===== config.mk =====
export PLATFORM = sky130hd
export DESIGN_NAME = escape_sequence_key_decoder
export DESIGN_NICKNAME = d
export VERILOG_FILES = /design/src/rtl/esckd_pkg.sv /design/src/rtl/esckd_parse.sv /design/src/rtl/esckd_remap.sv /design/src/rtl/escape_sequence_key_decoder.sv
export SDC_FILE = /design/constraint.sdc
export NUM_CORES = 1
export LEC_CHECK = 0
export BUFFER_PORTS_ARGS = -buffer_cell sky130_fd_sc_hd__buf_2
export CAP_MARGIN = 5
export CORE_ASPECT_RATIO = 1.25
export CORE_MARGIN = 8
export CORE_UTILIZATION = 66
export CTS_CLUSTER_DIAMETER = 60
export CTS_CLUSTER_SIZE = 16
export DETAILED_ROUTE_END_ITERATION = 8
export PLACE_DENSITY = 0.89
export SETUP_SLACK_MARGIN = 0.5
export SYNTH_ARGS = -nofsm -noshare
export SYNTH_HDL_FRONTEND = slang
export SYNTH_SLANG_ARGS = --single-unit

===== constraint.sdc =====
create_clock -name clk -period 9.1 [get_ports clk]
set_input_delay 1.82 -clock clk [delete_from_list [all_inputs] [get_ports clk]]
set_output_delay 1.82 -clock clk [all_outputs]
set_load 0.03 [all_outputs]

===== src/rtl/esckd_pkg.sv =====
// Shared types and constants for the escape sequence key decoder.
// No dependencies; every other file in rtl/ uses this package.
`timescale 1ns / 1ps

package esckd_pkg;

  // Widths of the byte and key fields
  localparam int ByteW = 8;
  localparam int KeyW  = 10;
  localparam int MagW  = 9;

  // Input bytes with special meaning
  localparam logic [ByteW-1:0] ChEsc    = 8'd27;
  localparam logic [ByteW-1:0] ChLead1  = 8'd194;
  localparam logic [ByteW-1:0] ChLead2  = 8'd195;
  localparam logic [ByteW-1:0] ChCsi    = 8'd91;
  localparam logic [ByteW-1:0] ChSs3    = 8'd79;
  localparam logic [ByteW-1:0] ChOne    = 8'd49;
  localparam logic [ByteW-1:0] ChTwo    = 8'd50;
  localparam logic [ByteW-1:0] ChThree  = 8'd51;
  localparam logic [ByteW-1:0] ChFive   = 8'd53;
  localparam logic [ByteW-1:0] ChSix    = 8'd54;
  localparam logic [ByteW-1:0] ChTilde  = 8'd126;

  // Magnitude arithmetic constants
  localparam logic [MagW-1:0] Csi1Base  = 9'd62;
  localparam logic [MagW-1:0] Csi1Hit   = 9'd115;
  localparam logic [MagW-1:0] Csi1Fix   = 9'd116;
  localparam logic [MagW-1:0] Csi2Base  = 9'd71;
  localparam logic [MagW-1:0] Csi2Limit = 9'd121;
  localparam logic [KeyW-1:0] Ss3Base   = 10'd32;
  localparam logic [KeyW-1:0] InsertMag = 10'd45;

  // Parser phases
  typedef enum logic [2:0] {
    PH_IDLE  = 3'd0,
    PH_ESC   = 3'd1,
    PH_CSI   = 3'd2,
    PH_CSI1  = 3'd3,
    PH_CSI2  = 3'd4,
    PH_TRAIL = 3'd5,
    PH_SS3   = 3'd6
  } phase_t;

  // Raw decoded key from the parser, before remapping
  typedef struct packed {
    logic            emit;
    logic [KeyW-1:0] key;
  } raw_key_t;

  // Final key after remapping and control-code drop
  typedef struct packed {
    logic            valid;
    logic [KeyW-1:0] code;
  } key_out_t;

endpackage


===== src/rtl/esckd_parse.sv =====
// Escape sequence parser: phase and pending magnitude registers plus
// next-state logic. Depends on esckd_pkg.
`timescale 1ns / 1ps

module esckd_parse (
  input  logic                        clk,
  input  logic                        rst,
  input  logic                        en,      // one byte is consumed this cycle
  input  logic [esckd_pkg::ByteW-1:0] in_byte,
  output esckd_pkg::raw_key_t         raw
);

  esckd_pkg::phase_t                phase, phase_next;
  logic [esckd_pkg::MagW-1:0]       pend, pend_next;
  logic [esckd_pkg::MagW-1:0]       mag1, mag2;
  logic [esckd_pkg::KeyW-1:0]       neg_byte;

  // Candidate magnitudes for the CSI 1 and CSI 2 paths
  always_comb begin
    mag1 = esckd_pkg::Csi1Base + {1'b0, in_byte};
    if (mag1 == esckd_pkg::Csi1Hit) begin
      mag1 = esckd_pkg::Csi1Fix;
    end
    mag2 = esckd_pkg::Csi2Base + {1'b0, in_byte};
    if (mag2 < esckd_pkg::Csi2Limit) begin
      mag2 = mag2 + 9'd1;
    end
  end

  assign neg_byte = 10'd0 - {2'b00, in_byte};

  // Next phase, pending magnitude and raw key
  always_comb begin
    phase_next = phase;
    pend_next  = pend;
    raw.emit   = 1'b0;
    raw.key    = '0;
    case (phase)
      esckd_pkg::PH_ESC: begin
        if (in_byte == esckd_pkg::ChCsi) begin
          phase_next = esckd_pkg::PH_CSI;
        end else if (in_byte == esckd_pkg::ChSs3) begin
          phase_next = esckd_pkg::PH_SS3;
        end else begin
          raw.emit = 1'b1;
          raw.key  = neg_byte;
        end
      end
      esckd_pkg::PH_SS3: begin
        raw.emit = 1'b1;
        raw.key  = 10'd0 - (esckd_pkg::Ss3Base + {2'b00, in_byte});
      end
      esckd_pkg::PH_CSI: begin
        if (in_byte == esckd_pkg::ChOne) begin
          phase_next = esckd_pkg::PH_CSI1;
        end else if (in_byte == esckd_pkg::ChTwo) begin
          phase_next = esckd_pkg::PH_CSI2;
        end else if (in_byte == esckd_pkg::ChThree || in_byte == esckd_pkg::ChFive ||
                     in_byte == esckd_pkg::ChSix) begin
          pend_next  = {1'b0, in_byte};
          phase_next = esckd_pkg::PH_TRAIL;
        end else begin
          raw.emit = 1'b1;
          raw.key  = neg_byte;
        end
      end
      esckd_pkg::PH_CSI1: begin
        pend_next  = mag1;
        phase_next = esckd_pkg::PH_TRAIL;
      end
      esckd_pkg::PH_CSI2: begin
        if (in_byte == esckd_pkg::ChTilde) begin
          raw.emit = 1'b1;
          raw.key  = 10'd0 - esckd_pkg::InsertMag;
        end else begin
          pend_next  = mag2;
          phase_next = esckd_pkg::PH_TRAIL;
        end
      end
      esckd_pkg::PH_TRAIL: begin
        // trailing byte is discarded unchecked
        raw.emit = 1'b1;
        raw.key  = 10'd0 - {1'b0, pend};
      end
      default: begin
        if (in_byte == esckd_pkg::ChEsc || in_byte == esckd_pkg::ChLead1 ||
            in_byte == esckd_pkg::ChLead2) begin
          phase_next = esckd_pkg::PH_ESC;
          pend_next  = '0;
        end else begin
          raw.emit = 1'b1;
          raw.key  = {2'b00, in_byte};
        end
      end
    endcase
    // any emitted key closes the sequence
    if (raw.emit) begin
      phase_next = esckd_pkg::PH_IDLE;
      pend_next  = '0;
    end
  end

  // Advance the parser state on each consumed byte
  always_ff @(posedge clk) begin
    if (rst) begin
      phase <= esckd_pkg::PH_IDLE;
      pend  <= '0;
    end else if (en) begin
      phase <= phase_next;
      pend  <= pend_next;
    end
  end

endmodule


===== src/rtl/esckd_remap.sv =====
// Key remap table and control-code filter for the escape sequence key
// decoder. Purely combinational. Depends on esckd_pkg.
`timescale 1ns / 1ps

module esckd_remap (
  input  esckd_pkg::raw_key_t raw,
  output esckd_pkg::key_out_t res
);

  logic signed [esckd_pkg::KeyW-1:0] k;
  logic signed [esckd_pkg::KeyW-1:0] r;
  logic                              drop;

  assign k = signed'(raw.key);

  // Map special keys to editor codes
  always_comb begin
    r = k;
    case (k)
      10'sd127:  r = 10'sd8;
      -10'sd27:  r = 10'sd27;
      -10'sd51:  r = 10'sd127;
      -10'sd164: r = 10'sd132;
      -10'sd182: r = 10'sd148;
      -10'sd188: r = 10'sd129;
      -10'sd132: r = 10'sd142;
      -10'sd150: r = 10'sd153;
      -10'sd156: r = 10'sd154;
      -10'sd159: r = 10'sd225;
      -10'sd181: r = 10'sd230;
      -10'sd167: r = 10'sd245;
      -10'sd176: r = 10'sd248;
      -10'sd178: r = 10'sd253;
      -10'sd179: r = 10'sd252;
      -10'sd180: r = 10'sd239;
      -10'sd65:  r = -10'sd38;
      -10'sd66:  r = -10'sd40;
      -10'sd68:  r = -10'sd37;
      -10'sd67:  r = -10'sd39;
      -10'sd53:  r = -10'sd33;
      -10'sd54:  r = -10'sd34;
      -10'sd72:  r = -10'sd36;
      -10'sd70:  r = -10'sd35;
      default:   r = k;
    endcase
  end

  // Drop control codes other than tab and line feed
  assign drop = (k >= 10'sd0 && k <= 10'sd8) || (k >= 10'sd11 && k <= 10'sd26);

  assign res.valid = raw.emit && !drop;
  assign res.code  = unsigned'(r);

endmodule


===== src/rtl/escape_sequence_key_decoder.sv =====
// Top level of the escape sequence key decoder: input register, parser,
// remap and output register. Depends on esckd_pkg, esckd_parse, esckd_remap.
`timescale 1ns / 1ps

// Terminal byte to editor key decoder.
// Input: one raw terminal byte per transfer on s_tvalid/s_tready/s_tdata.
// Output: one signed 10-bit key code per transfer on m_tvalid/m_tready/
// m_tdata. Bytes that open or continue an escape sequence, and dropped
// control codes, give no output transfer; every other byte gives exactly one.
// The byte that completes a key passes the input register, then the parse
// and remap logic into the output register, before the key is valid there.
// Throughput: one byte per cycle while the output is not stalled; the
// output register lets a new byte enter while a key waits.
// When the receiver holds m_tready low with a key pending, the pipeline
// freezes and s_tready drops once the input register is full; nothing is
// lost or reordered.
// Reset (rst, synchronous) empties both registers and returns the parser to
// idle with no escape pending.
module escape_sequence_key_decoder (
  input  logic        clk,
  input  logic        rst,
  input  logic        s_tvalid,
  output logic        s_tready,
  input  logic [7:0]  s_tdata,   // [7:0] in_byte
  output logic        m_tvalid,
  input  logic        m_tready,
  output logic [15:0] m_tdata    // [9:0] key_code (signed), [15:10] zero
);

  logic                        in_valid;
  logic [esckd_pkg::ByteW-1:0] in_byte;
  logic                        adv;
  logic [esckd_pkg::KeyW-1:0]  key_code;
  esckd_pkg::raw_key_t         raw;
  esckd_pkg::key_out_t         res;

  // Move the pipeline when the output register is free or being taken
  assign adv      = !m_tvalid || m_tready;
  assign s_tready = !in_valid || adv;

  // Input register
  always_ff @(posedge clk) begin
    if (rst) begin
      in_valid <= 1'b0;
    end else if (s_tready) begin
      in_valid <= s_tvalid;
    end
  end

  always_ff @(posedge clk) begin
    if (s_tready && s_tvalid) begin
      in_byte <= s_tdata;
    end
  end

  esckd_parse u_parse (
    .clk     (clk),
    .rst     (rst),
    .en      (adv && in_valid),
    .in_byte (in_byte),
    .raw     (raw)
  );

  esckd_remap u_remap (
    .raw (raw),
    .res (res)
  );

  // Output register
  always_ff @(posedge clk) begin
    if (rst) begin
      m_tvalid <= 1'b0;
    end else if (adv) begin
      m_tvalid <= in_valid && res.valid;
    end
  end

  always_ff @(posedge clk) begin
    if (adv && in_valid && res.valid) begin
      key_code <= res.code;
    end
  end

  assign m_tdata = {6'd0, key_code};

endmodule


==> reports/qor.txt <==
routability-driven placement congestion ratio - 0.973
Max VDD drop - 0.106 mV
WP data required - 9.15 ns
Leak Pwr - 1.45 nW
period utilization - 0.549
initial antenna violation count - 0
FILL cells - 447
Hold Buf Count CTS - 0
endpoints failing hold - 0
PostCTS Resize Cnt - 0
I/O Buffers - 23
Slew headroom - 0.413
number of flops mapped to enable cells by yosys - 18
worst skew pair latency - 0.30 ns
DRC - 0
Setup Fix Bufs, Post-CTS - 0
critical path arrival - 5.05 ns
number of synthesized register bits - 32
core area - 5370 um2
Crit. End Element - register
Max Cap Viol - 0
Die Wd - 82.4 um
synth warn - 0
Std-Cell Rows - 30
most frequent cells in the layout - nor2_1, nand2_1, a21oi_1, xnor2_1, o21ai_0
GRT overflow - 0
Hold/Removal Path Class - reg -> reg
critical path's largest stage delay - 0.90 ns
GRT Total Usage - 0.302
RSZ-0062 raised after global routing - false
antenna-violating nets left - 0
Vias - 3915
Max stage delay cell, worst path - dfxtp_1
final-report max-slew violation count - 0
pre-CTS WS - 4.27 ns
commonest non-fill, non-tap cell in the layout - nor2_1
Crit Path Max Fanout - 29
Final TNS setup - 0 ns
R2R setup slack - 4.10 ns
CTS Buffer Depth - 2
Cell Chain, Critical Path - and3b_1, nor2_1, a21oi_1, ha_1, nor4b_1, nand3_1, nand2_1, xnor2_1, o21ai_1, nand2_1, nor4b_1, o21ai_1, nand3b_1, nand4b_4, mux2_4
Die Y-Extent - 99.0 um
# setup viols final - 0
CTS Buf Count - 5
status - complete, no violations
FFs w/ async S/R, synth - 0
Syn Area/Cell - 7.83 um2
largest net degree at the start of global routing - 30
nets - 498
Avg Vias per Cell - 7.29
final worst slack - 4.10 ns
pwr dens - 99.2 nW/um2
Cell Area, Synth - 3640 um2
Post-synth top flop - edfxtp_1
Synth cell types - 81
drt first pass iters - 7
Gate Count Post-Synth - 465
clock-pin slew on the worst setup and hold paths - 0.08 ns
critical path class - reg -> reg
full die area - 8160 um2
layout cell share with drive strength beyond 1 - 0.108
fmax - 200 MHz
Starting Density - 0.678
Worst-Margin Slew - 0.880 ns
CTS Sinks - 32
CTS root buf - clkbuf_8
routed len/inst - 22.5 um
Worst Skew - 0.0122 ns
sequential share of the synthesized area - 0.225
startpoint types - register
H-tree depth - 2
dpl hpwl - 8860 um
CTS tree - done
Iter 0 DRT Violations - 376
number of global-route vias before repair - 3651
DRT Wirelength - 12100 um
I/O Pins - 30
# diodes - 0
Final min period - 5.00 ns
area delta synth->final - 4.33%
first-pass GRT wire length - 19100 um
sequential cells by signal, summed over array words and instances (netlist names):
| signal | flops |
|---|---|
| in_byte | 8 |
| in_valid | 1 |
| key_code | 10 |
| m_tvalid | 1 |
| u_parse.pend | 9 |
| u_parse.phase | 3 |
worst paths after layout:
kind | from | cells after the start | end
worst max-delay path | u_parse.phase[0] | 15 | key_code[1]
worst min-delay path | m_tvalid | 2 | in_valid
worst max register to register | u_parse.phase[0] | 15 | key_code[1]
worst min register to register | m_tvalid | 2 | in_valid
area by class of cell:
cell class	instances	area, um2	share of cell area
Sequential cell	32	821	0.216
Clock buffer	5	68.8	0.0181
Tap cell	64	80.1	0.0211
Multi-Input combinational cell	394	2630	0.693
Inverter	15	56.3	0.0148
Clock inverter	3	18.8	0.00494
Timing Repair Buffer	24	123	0.0323
Yosys cell counts, types with 5 or more instances:
master | number | area share
nor2_1 | 46 | 0.047
nand2_1 | 38 | 0.039
a21oi_1 | 29 | 0.040
xnor2_1 | 27 | 0.065
o21ai_0 | 25 | 0.034
edfxtp_1 | 18 | 0.15
nand3_1 | 16 | 0.022
nor3_1 | 15 | 0.021
dfxtp_1 | 14 | 0.077
ha_1 | 14 | 0.048
a22oi_1 | 13 | 0.027
inv_1 | 13 | 0.013
nor4_1 | 13 | 0.022
clkbuf_1 | 12 | 0.012
and3_1 | 9 | 0.015
mux2i_1 | 9 | 0.025
buf_2 | 8 | 0.011
buf_4 | 7 | 0.014
nor2b_1 | 7 | 0.012
o211ai_1 | 7 | 0.014
nand2b_1 | 6 | 0.010
o22ai_1 | 6 | 0.010
or4_1 | 6 | 0.012
a32oi_1 | 5 | 0.012
nand4_1 | 5 | 0.0086
nor3b_1 | 5 | 0.010
o21ai_1 | 5 | 0.0069
stage by stage:
stage                     cell area (um2)  hold slack (ns)  utilization  cells  total power [mW]
after detailed placement             3710            0.551        0.691    529             0.258
final                                3800            0.584        0.708    537             0.377
after global routing                 3800            0.585        0.708    537             0.389
after floorplan                      3660            0.476            -    470             0.237
after global placement               3710            0.520        0.691    529             0.257
after CTS                            3800            0.568        0.708    537             0.373
metal layers:
metal,track usage,part of all wire,vias to the layer above
li1,-,-,1751
met1,0.326,0.35,1800
met2,0.498,0.48,269
met3,0.0710,0.090,95
met4,0.205,0.079,0
met5,0,0,-
cells by family (layout without fill, tap and decap cells):
logic type,Yosys count,in the layout,share of synthesized area
AO/OA/AOI/OAI,136,136,0.264
other,1,6,0.00103
buffers and inverters,44,47,0.0574
XOR/XNOR,31,31,0.0746
adder cells (fa/ha/maj),14,14,0.0481
AND/OR/NAND/NOR,195,195,0.294
multiplexers,12,12,0.0351
flip-flops,32,32,0.225
critical path, delay by kind of cell (launching register included):
kind,cells,cell delay [ns]
and+or+nand+nor,9,2.36
DFF,1,0.90
AOI/OAI and AO/OA,3,0.72
muxes,1,0.33
adders and majority gates,1,0.29
xor gates and xnor gates,1,0.12
power breakdown:
group	switching, mW	leakage, nW	internal, mW
clock network	0.0643	0.0479	0.0534
logic	0.0604	1.12	0.0296
registers	0.0107	0.284	0.158
total	0.135	1.45	0.242
(Power assumes the default switching activity.)
